File: src/design/svpwm_pkg.sv
// shared constants, types and sector codes for the space vector pwm timing pipeline
package svpwm_pkg;

    localparam int CompWidth   = 16;
    localparam int PeriodWidth = 16;
    localparam int SectorWidth = 3;
    localparam int NumStages   = 7;

    // alpha is scaled by 2^16 to line up with the q0.16 constants
    localparam int AlphaShift = 16;
    localparam int ProdShift  = CompWidth + 15;

    localparam int SumWidth  = CompWidth + 18;
    localparam int MagWidth  = SumWidth - 1;
    localparam int ProdWidth = MagWidth + PeriodWidth;
    localparam int TMagWidth = ProdWidth - ProdShift;
    localparam int TWidth    = TMagWidth + 1;
    localparam int DWidth    = TWidth + 2;

    localparam int InDataWidth  = ((2 * CompWidth + 7) / 8) * 8;
    localparam int OutDataWidth = ((3 * PeriodWidth + SectorWidth + 7) / 8) * 8;

    localparam logic [PeriodWidth-1:0] HalfPeriodReset = PeriodWidth'(10000);

    // 1/sqrt3 in q0.16 and 2/sqrt3 in q1.16
    localparam logic signed [SumWidth-1:0] KInvSqrt3    = SumWidth'(37837);
    localparam logic signed [SumWidth-1:0] KTwoInvSqrt3 = SumWidth'(75674);

    typedef logic signed [SumWidth-1:0] sum_t;
    typedef logic signed [TWidth-1:0]   ontime_t;
    typedef logic signed [DWidth-1:0]   diff_t;
    typedef logic [PeriodWidth-1:0]     period_t;

    typedef enum logic [SectorWidth-1:0] {
        SECTOR_1 = 3'd1,
        SECTOR_2 = 3'd2,
        SECTOR_3 = 3'd3,
        SECTOR_4 = 3'd4,
        SECTOR_5 = 3'd5,
        SECTOR_6 = 3'd6
    } sector_t;

    // per-stage load strobes of the pipeline
    typedef struct packed {
        logic load_s1;
        logic load_s2;
        logic load_s3;
        logic load_s4;
        logic load_s5;
        logic load_s6;
        logic load_s7;
    } pipe_ctl_t;

endpackage

File: src/design/svpwm_sector.sv
// stages one and two: beta constant products, sector decision and on-time sum selection
module svpwm_sector
    import svpwm_pkg::*;
(
    input  logic                 clk,
    input  pipe_ctl_t            ctl,
    input  logic [CompWidth-1:0] alpha_in,
    input  logic [CompWidth-1:0] beta_in,
    output sum_t                 x_sum,
    output sum_t                 y_sum,
    output sector_t              sector
);

    sum_t    alpha_ext;
    sum_t    beta_ext;
    sum_t    a_reg;
    sum_t    a_next;
    sum_t    b1_reg;
    sum_t    b1_next;
    sum_t    b2_reg;
    sum_t    b2_next;

    sum_t    neg_b1;
    logic    gt_pos;
    logic    gt_neg;
    sector_t sector_next;
    sector_t sector_reg;
    sum_t    x_next;
    sum_t    x_reg;
    sum_t    y_next;
    sum_t    y_reg;

    // stage one
    assign alpha_ext = SumWidth'($signed(alpha_in));
    assign beta_ext  = SumWidth'($signed(beta_in));
    assign a_next    = alpha_ext <<< AlphaShift;
    assign b1_next   = beta_ext * KInvSqrt3;
    assign b2_next   = beta_ext * KTwoInvSqrt3;

    always_ff @(posedge clk)
    begin
        if (ctl.load_s1)
        begin
            a_reg  <= a_next;
            b1_reg <= b1_next;
            b2_reg <= b2_next;
        end
    end

    // stage two
    assign neg_b1 = -b1_reg;
    assign gt_pos = b1_reg > a_reg;
    assign gt_neg = neg_b1 > a_reg;

    always_comb
    begin
        priority if (!b1_reg[SumWidth-1] && !a_reg[SumWidth-1])
            sector_next = gt_pos ? SECTOR_2 : SECTOR_1;
        else if (!b1_reg[SumWidth-1])
            sector_next = gt_neg ? SECTOR_3 : SECTOR_2;
        else if (!a_reg[SumWidth-1])
            sector_next = gt_neg ? SECTOR_5 : SECTOR_6;
        else
            sector_next = gt_pos ? SECTOR_4 : SECTOR_5;
    end

    always_comb
    begin
        unique case (sector_next)
            SECTOR_1:
            begin
                x_next = a_reg - b1_reg;
                y_next = b2_reg;
            end
            SECTOR_2:
            begin
                x_next = b1_reg - a_reg;
                y_next = a_reg + b1_reg;
            end
            SECTOR_3:
            begin
                x_next = b2_reg;
                y_next = neg_b1 - a_reg;
            end
            SECTOR_4:
            begin
                x_next = -b2_reg;
                y_next = b1_reg - a_reg;
            end
            SECTOR_5:
            begin
                x_next = neg_b1 - a_reg;
                y_next = a_reg - b1_reg;
            end
            default:
            begin
                x_next = a_reg + b1_reg;
                y_next = -b2_reg;
            end
        endcase
    end

    always_ff @(posedge clk)
    begin
        if (ctl.load_s2)
        begin
            x_reg      <= x_next;
            y_reg      <= y_next;
            sector_reg <= sector_next;
        end
    end

    assign x_sum  = x_reg;
    assign y_sum  = y_reg;
    assign sector = sector_reg;

endmodule

File: src/design/svpwm_ontime.sv
// stages three to five: magnitude, product with half period, shift and sign restore
module svpwm_ontime
    import svpwm_pkg::*;
(
    input  logic      clk,
    input  pipe_ctl_t ctl,
    input  sum_t      sum_in,
    input  period_t   half_period,
    output ontime_t   t_out
);

    sum_t                  sum_abs;
    logic [MagWidth-1:0]   mag_reg;
    logic                  neg3_reg;
    logic [ProdWidth-1:0]  prod_next;
    logic [ProdWidth-1:0]  prod_reg;
    logic                  neg4_reg;
    logic [TMagWidth-1:0]  tmag;
    ontime_t               tpos;
    ontime_t               t_next;
    ontime_t               t_reg;

    // stage three
    assign sum_abs = sum_in[SumWidth-1] ? -sum_in : sum_in;

    always_ff @(posedge clk)
    begin
        if (ctl.load_s3)
        begin
            mag_reg  <= sum_abs[MagWidth-1:0];
            neg3_reg <= sum_in[SumWidth-1];
        end
    end

    // stage four
    assign prod_next = ProdWidth'(mag_reg) * ProdWidth'(half_period);

    always_ff @(posedge clk)
    begin
        if (ctl.load_s4)
        begin
            prod_reg <= prod_next;
            neg4_reg <= neg3_reg;
        end
    end

    // stage five, magnitude truncated so the signed value rounds toward zero
    assign tmag   = prod_reg[ProdWidth-1:ProdShift];
    assign tpos   = ontime_t'({1'b0, tmag});
    assign t_next = neg4_reg ? -tpos : tpos;

    always_ff @(posedge clk)
    begin
        if (ctl.load_s5)
            t_reg <= t_next;
    end

    assign t_out = t_reg;

endmodule

File: src/design/svpwm_phase.sv
// stages six and seven: base time, phase sums, clamping and routing by sector
module svpwm_phase
    import svpwm_pkg::*;
(
    input  logic      clk,
    input  pipe_ctl_t ctl,
    input  ontime_t   tx,
    input  ontime_t   ty,
    input  sector_t   sector_in,
    input  period_t   half_period,
    output period_t   duty_a,
    output period_t   duty_b,
    output period_t   duty_c,
    output sector_t   sector
);

    diff_t   hp_ext;
    diff_t   diff;
    diff_t   diff_adj;
    diff_t   base_reg;
    diff_t   tx_reg;
    diff_t   ty_reg;
    sector_t sec6_reg;

    diff_t   first;
    diff_t   second;
    period_t d_base;
    period_t d_first;
    period_t d_second;
    period_t duty_a_next;
    period_t duty_b_next;
    period_t duty_c_next;
    period_t duty_a_reg;
    period_t duty_b_reg;
    period_t duty_c_reg;
    sector_t sector_reg;

    function automatic period_t clamp_duty(input diff_t t, input period_t hp);
        period_t r;
        if (t <= 0)
            r = '0;
        else if (t > diff_t'({1'b0, hp}))
            r = hp;
        else
            r = t[PeriodWidth-1:0];
        return r;
    endfunction

    // stage six: halve toward zero
    assign hp_ext   = diff_t'({1'b0, half_period});
    assign diff     = hp_ext - diff_t'(tx) - diff_t'(ty);
    assign diff_adj = diff + diff_t'(diff[DWidth-1]);

    always_ff @(posedge clk)
    begin
        if (ctl.load_s6)
        begin
            base_reg <= diff_adj >>> 1;
            tx_reg   <= diff_t'(tx);
            ty_reg   <= diff_t'(ty);
            sec6_reg <= sector_in;
        end
    end

    // stage seven
    assign first    = base_reg + tx_reg;
    assign second   = first + ty_reg;
    assign d_base   = clamp_duty(base_reg, half_period);
    assign d_first  = clamp_duty(first, half_period);
    assign d_second = clamp_duty(second, half_period);

    always_comb
    begin
        unique case (sec6_reg)
            SECTOR_1:
            begin
                duty_a_next = d_base;
                duty_b_next = d_first;
                duty_c_next = d_second;
            end
            SECTOR_2:
            begin
                duty_b_next = d_base;
                duty_a_next = d_first;
                duty_c_next = d_second;
            end
            SECTOR_3:
            begin
                duty_b_next = d_base;
                duty_c_next = d_first;
                duty_a_next = d_second;
            end
            SECTOR_4:
            begin
                duty_c_next = d_base;
                duty_b_next = d_first;
                duty_a_next = d_second;
            end
            SECTOR_5:
            begin
                duty_c_next = d_base;
                duty_a_next = d_first;
                duty_b_next = d_second;
            end
            default:
            begin
                duty_a_next = d_base;
                duty_c_next = d_first;
                duty_b_next = d_second;
            end
        endcase
    end

    always_ff @(posedge clk)
    begin
        if (ctl.load_s7)
        begin
            duty_a_reg <= duty_a_next;
            duty_b_reg <= duty_b_next;
            duty_c_reg <= duty_c_next;
            sector_reg <= sec6_reg;
        end
    end

    assign duty_a = duty_a_reg;
    assign duty_b = duty_b_reg;
    assign duty_c = duty_c_reg;
    assign sector = sector_reg;

endmodule

File: src/design/space_vector_pwm_timing_unit.sv
// top level of the space vector pwm timing unit: config register, pipeline control, stages
//
//  channel   direction  handshake                     payload
//  cfg       in         cfg_valid / cfg_ready         cfg_data = half_period
//  s_axis    in         s_axis_tvalid / tready        tdata = alpha_in, beta_in
//  m_axis    out        m_axis_tvalid / tready        tdata = duty_a, duty_b, duty_c, sector
//
// seven register stages lie between input transfer and output valid
// one transfer per cycle sustained while m_axis_tready stays high
// each stage holds its item only while the next stage is full and stalled, so bubbles close up
// reset clears the valid bits and loads half_period with 10000; payload registers are not reset
// cfg_ready is always high; writes are expected only while the pipeline is empty
module space_vector_pwm_timing_unit
    import svpwm_pkg::*;
(
    input  logic                    clk,
    input  logic                    rst_n,
    input  logic                    cfg_valid,
    output logic                    cfg_ready,
    input  logic [PeriodWidth-1:0]  cfg_data,       // half_period
    input  logic                    s_axis_tvalid,
    output logic                    s_axis_tready,
    input  logic [InDataWidth-1:0]  s_axis_tdata,   // alpha_in, beta_in
    output logic                    m_axis_tvalid,
    input  logic                    m_axis_tready,
    output logic [OutDataWidth-1:0] m_axis_tdata    // duty_a, duty_b, duty_c, sector, zero pad
);

    period_t               half_period_reg;
    logic [NumStages-1:0]  valid_reg;
    logic [NumStages-1:0]  valid_next;
    logic [NumStages-1:0]  valid_in;
    logic [NumStages:0]    ready;
    pipe_ctl_t             ctl;

    logic [CompWidth-1:0]  alpha_in;
    logic [CompWidth-1:0]  beta_in;
    sum_t                  x_sum;
    sum_t                  y_sum;
    sector_t               sec2;
    sector_t               sec3_reg;
    sector_t               sec4_reg;
    sector_t               sec5_reg;
    ontime_t               tx;
    ontime_t               ty;
    period_t               duty_a;
    period_t               duty_b;
    period_t               duty_c;
    sector_t               sector_out;

    // config register, one write per transfer
    assign cfg_ready = 1'b1;

    always_ff @(posedge clk or negedge rst_n)
    begin
        if (!rst_n)
            half_period_reg <= HalfPeriodReset;
        else if (cfg_valid && cfg_ready)
            half_period_reg <= cfg_data;
    end

    // stage k may load when it is empty or its contents move on this cycle
    always_comb
    begin
        ready[NumStages] = m_axis_tready;
        for (int k = NumStages - 1; k >= 0; k--)
            ready[k] = !valid_reg[k] || ready[k+1];
    end

    assign valid_in   = {valid_reg[NumStages-2:0], s_axis_tvalid};
    assign valid_next = (ready[NumStages-1:0] & valid_in) | (~ready[NumStages-1:0] & valid_reg);

    always_ff @(posedge clk or negedge rst_n)
    begin
        if (!rst_n)
            valid_reg <= '0;
        else
            valid_reg <= valid_next;
    end

    assign ctl.load_s1 = ready[0];
    assign ctl.load_s2 = ready[1];
    assign ctl.load_s3 = ready[2];
    assign ctl.load_s4 = ready[3];
    assign ctl.load_s5 = ready[4];
    assign ctl.load_s6 = ready[5];
    assign ctl.load_s7 = ready[6];

    assign s_axis_tready = ready[0];
    assign m_axis_tvalid = valid_reg[NumStages-1];

    // input unpacking, alpha in the low half
    assign alpha_in = s_axis_tdata[CompWidth-1:0];
    assign beta_in  = s_axis_tdata[2*CompWidth-1:CompWidth];

    // stages one and two
    svpwm_sector u_sector (
        .clk      (clk),
        .ctl      (ctl),
        .alpha_in (alpha_in),
        .beta_in  (beta_in),
        .x_sum    (x_sum),
        .y_sum    (y_sum),
        .sector   (sec2)
    );

    // stages three to five, one lane per on-time
    svpwm_ontime u_ontime_x (
        .clk         (clk),
        .ctl         (ctl),
        .sum_in      (x_sum),
        .half_period (half_period_reg),
        .t_out       (tx)
    );

    svpwm_ontime u_ontime_y (
        .clk         (clk),
        .ctl         (ctl),
        .sum_in      (y_sum),
        .half_period (half_period_reg),
        .t_out       (ty)
    );

    // sector travels alongside the on-time lanes
    always_ff @(posedge clk)
    begin
        if (ctl.load_s3)
            sec3_reg <= sec2;
        if (ctl.load_s4)
            sec4_reg <= sec3_reg;
        if (ctl.load_s5)
            sec5_reg <= sec4_reg;
    end

    // stages six and seven, stage seven is the output register
    svpwm_phase u_phase (
        .clk         (clk),
        .ctl         (ctl),
        .tx          (tx),
        .ty          (ty),
        .sector_in   (sec5_reg),
        .half_period (half_period_reg),
        .duty_a      (duty_a),
        .duty_b      (duty_b),
        .duty_c      (duty_c),
        .sector      (sector_out)
    );

    assign m_axis_tdata = OutDataWidth'({sector_out, duty_c, duty_b, duty_a});

    // an accepted transfer always lands in stage one
    a_accept_lands: assert property (@(posedge clk) disable iff (!rst_n)
        (s_axis_tvalid && s_axis_tready) |=> valid_reg[0])
        else $error("accepted input not captured in stage one");

    // back-pressure at the input only when every stage is occupied
    a_stall_only_full: assert property (@(posedge clk) disable iff (!rst_n)
        !s_axis_tready |-> (&valid_reg))
        else $error("input stalled with a bubble in the pipeline");

    // in sector one the phases rise a, b, c
    a_sector1_order: assert property (@(posedge clk) disable iff (!rst_n)
        (m_axis_tvalid && sector_out == SECTOR_1) |-> (duty_a <= duty_b && duty_b <= duty_c))
        else $error("sector one phase order broken");

    // in sector four the phases rise c, b, a
    a_sector4_order: assert property (@(posedge clk) disable iff (!rst_n)
        (m_axis_tvalid && sector_out == SECTOR_4) |-> (duty_c <= duty_b && duty_b <= duty_a))
        else $error("sector four phase order broken");

endmodule

File: config.mk
export PLATFORM = sky130hd
export DESIGN_NAME = space_vector_pwm_timing_unit
export DESIGN_NICKNAME = d
export VERILOG_FILES = /design/src/design/svpwm_pkg.sv /design/src/design/svpwm_sector.sv /design/src/design/svpwm_ontime.sv /design/src/design/svpwm_phase.sv /design/src/design/space_vector_pwm_timing_unit.sv
export SDC_FILE = /design/constraint.sdc
export NUM_CORES = 2
export LEC_CHECK = 0
export BUFFER_PORTS_ARGS = -buffer_cell sky130_fd_sc_hd__buf_2
export CELL_PAD_IN_SITES_DETAIL_PLACEMENT = 2
export CELL_PAD_IN_SITES_GLOBAL_PLACEMENT = 2
export CORE_MARGIN = 3
export CORE_UTILIZATION = 40
export DETAILED_ROUTE_END_ITERATION = 10
export PLACE_DENSITY_LB_ADDON = 0.1
export SLEW_MARGIN = 20
export SYNTH_ARGS = -nofsm -noshare
export SYNTH_HDL_FRONTEND = slang
export SYNTH_HIERARCHICAL = 1
export SYNTH_SLANG_ARGS = --single-unit
File: constraint.sdc
create_clock -name clk -period 8.9 [get_ports clk]
set_input_delay 2.67 -clock clk [delete_from_list [all_inputs] [get_ports clk]]
set_output_delay 2.67 -clock clk [all_outputs]
set_load 0.1 [all_outputs]
==> results.py <==
metrics = {
    "cts": {
        "cts-root-buf": "clkbuf_16",
        "post-cts-setup-buffers": 0,
        "tritoncts": "done",
        "hold_buffers": 0,
        "clock-sinks": 408,
        "clk_path_buf_depth": 3,
        "clk_latency_ns": 0.69,
        "htreeDepth": 2,
        "ctsResizeCount": 0,
        "clk_pin_slew_worst_paths_ns": 0.07,
        "numCtsBuffers": 54,
    },
    "worst_setup_path": {
        "slowest_delay_ns": 1.06,
        "arrival_ns": 8.52,
        "start_kind": "register",
        "cpMostUsedCell": "fa_1",
        "critPathCaptureType": "register",
        "crit_type": "register to register",
        "crit_chain": "buf_4, nand2_1, fa_1, fa_1, fa_1, inv_1, fa_1, fa_1, inv_1, fa_1, inv_1, ha_1, nand2_1, nor3_1, nand4_1, a2111oi_1, buf_4, nor3_1, nor3b_2, a21oi_1, o21a_1, o311ai_1",
        "slowest_stage": "dfrtp_2",
        "worstPathMaxFanout": 25,
        "crit_family": "adder cells",
        "r2r-end": "u_ontime_y/prod_reg[47]$_DFFE_PP_",
        "rrSetupSlack_ns": 0.84,
        "reg2reg_depth": 22,
        "path_buf_inv": 5,
        "rr_startpoint": "half_period_reg[3]$_DFFE_PN0P_",
        "worst_ep_required_time_ns": 9.36,
    },
    "routing": {
        "first_pass_iters": 6,
        "remaining_drc_errors": 0,
        "drt_wl_total_mm": 238.8,
        "wl_per_cell_um": 26.04,
        "antenna_left": 0,
        "vias": 51721,
        "dr.first_iter.drc_count": 3203,
        "via_per_inst": 5.638,
    },
    "global_route": {
        "use_met1_pct": 38.55,
        "grt_usage_pct": 28.43,
        "first_global_vias": 59347,
        "grt_most_used_layer": "met2",
        "use_met3_pct": 3.132,
        "antenna_found_initial": 9,
        "grt_max_degree": 72,
        "met2_usage_pct": 48.72,
        "grt_remaining_overflow": 0,
        "grt_pass1_wl_mm": 368.3,
    },
    "finish": {
        "layout_commonest_cell": "inv_1",
        "area_delta_synth_final_pct": 7.321,
        "layout.nets": 8569,
        "final_cell_mix": "1,249 x inv_1, 961 x fa_1, 826 x nand2_1",
        "drive_gt1_share_pct": 6.022,
    },
    "timing": {
        "worst-slew-pin-transition_ns": 1.146,
        "finalHoldViolCount": 0,
        "fin_worst_skew_ns": 0.04902,
        "fmax_mhz": 124.0,
        "final.setup.tns_ns": 0,
        "finalSetupViolCount": 0,
        "fin_crit_ns": 8.064,
        "fin_crit_sh_pct": 90.61,
        "slew_headroom_pct": 23.61,
        "drv_slew": 0,
        "rsz0062_at_grt": "no",
    },
    "placed_design": {
        "port_buffers": 105,
        "gp_congestion": 0.8822,
        "dpl.hpwl_mm": 188.3,
    },
    "logic_synthesis": {
        "synth_area_um2": 65420,
        "synth.ff_latch_count": 408,
        "async_flop_share_pct": 5.637,
        "ys_warn_count": 6,
        "synth_area_per_cell_um2": 9.370,
        "synth_cell_types": 113,
        "synth_cells": 6982,
        "ys_seq_area_share_pct": 18.56,
        "synthFlopType": "edfxtp_1",
        "synth-edff-count": 385,
    },
    "die": {
        "initial_core_util_pct": 40.51,
        "die_w_um": 410.4,
        "num_rows": 147,
        "ioPinCount": 112,
        "dieArea_um2": 168400,
        "die_y_um": 410.4,
        "core_area_um2": 161500,
    },
    "worst_hold_path": {
        "worstHoldEndpoint": "sec5_reg[2]$_DFFE_PP_",
        "hold_depth": 0,
        "hold_start": "sec4_reg[2]$_DFFE_PP_",
        "hp-class": "register to register",
    },
    "status": {
        "run_status": "finished, final reports clean",
    },
    "flow_run": {
        "maxCapViolCount": 0,
    },
}
==> per-stage QoR <==
| stage | hold WS [ns] | setup WS (ns) | util, % | cells | instance area [µm²] |
|---|---|---|---|---|---|
| finish | 0.4216 | 0.8356 | 43.48 | 9173 | 70210 |
| global route | 0.4429 | 0.4676 | 43.47 | 9168 | 70200 |
| CTS | 0.4229 | 0.7557 | 43.42 | 9165 | 70120 |
| detailed placement | 0.4152 | 0.1571 | 42.33 | 9064 | 68350 |
| global placement | 0.4040 | 0.4178 | 42.33 | 9064 | 68350 |
| floorplan | 0.4003 | 0.9459 | - | 6986 | 65440 |
==> how the worst max path moves through the flow <==
stage          cells after the start  slack [ns]                           endpoint                           start
6_report                          22        0.84  u_ontime_y/prod_reg[47]$_DFFE_PP_  half_period_reg[3]$_DFFE_PN0P_
5_1_grt                           22        0.47  u_ontime_y/prod_reg[48]$_DFFE_PP_  half_period_reg[3]$_DFFE_PN0P_
4_1_cts                           22        0.76  u_ontime_y/prod_reg[47]$_DFFE_PP_  half_period_reg[3]$_DFFE_PN0P_
3_5_place_dp                      21        0.16      u_sector/b1_reg[30]$_DFFE_PP_                s_axis_tdata[20]
3_3_place_gp                      21        0.42      u_sector/b1_reg[30]$_DFFE_PP_                s_axis_tdata[20]
2_1_floorplan                     20        0.95      u_sector/b1_reg[30]$_DFFE_PP_                s_axis_tdata[20]
==> area by class of cell <==
cell class	count	area (µm²)
inverters	1252	4700
repair buffers	210	1391
clock buffers	60	1374
fillers	17675	91280
well taps	2160	2703
flip-flops and latches	408	12180
multi-input cells	5037	47450
clock inverters	41	399.1
diodes	5	12.51
==> logic make-up (layout without fill, tap and decap cells) <==
| group | Yosys count | count (layout) | synth area share [%] |
|---|---|---|---|
| AOI/OAI and AO/OA | 1109 | 1109 | 11.61 |
| adders and majority gates | 1553 | 1553 | 40.73 |
| and+or+nand+nor | 2032 | 2032 | 15.40 |
| DFF | 408 | 408 | 18.56 |
| xor gates and xnor gates | 294 | 294 | 3.936 |
| muxes | 43 | 43 | 0.7191 |
| other | 2 | 11 | 0.01148 |
| buffers and inverters | 1541 | 1563 | 9.033 |
==> cells in the mapped netlist, types with 36 or more instances <==
| cell type | count | area [µm²] |
|---|---|---|
| a21o_1 | 87 | 653.1 |
| a21oi_1 | 281 | 1406 |
| a221oi_1 | 36 | 315.3 |
| a22oi_1 | 41 | 307.8 |
| a31oi_1 | 40 | 250.2 |
| and2_1 | 488 | 3053 |
| clkbuf_1 | 243 | 912.1 |
| edfxtp_1 | 385 | 11560 |
| fa_1 | 961 | 19240 |
| ha_1 | 592 | 7407 |
| inv_1 | 1250 | 4692 |
| nand2_1 | 829 | 3112 |
| nand2b_1 | 48 | 300.3 |
| nand3_1 | 84 | 420.4 |
| nand4_1 | 54 | 337.8 |
| nor2_1 | 228 | 855.8 |
| nor2b_1 | 37 | 231.5 |
| nor3_1 | 84 | 420.4 |
| o21a_1 | 39 | 292.8 |
| o21ai_0 | 193 | 965.9 |
| o31ai_1 | 40 | 300.3 |
| or3_1 | 40 | 250.2 |
| xnor2_1 | 237 | 2076 |
| xor2_1 | 57 | 499.2 |
==> metal layers <==
metal | routed length (µm) | up-vias | share of wire [%]
li1 | - | 22832 | -
met1 | 106000 | 27479 | 44
met5 | 24 | - | 0.010
met2 | 116000 | 1140 | 49
met4 | 5644 | 4 | 2.4
met3 | 11120 | 266 | 4.7
Power is not shown: default switching activity piles up to over one toggle a cycle in this logic, so the estimate is an artifact.
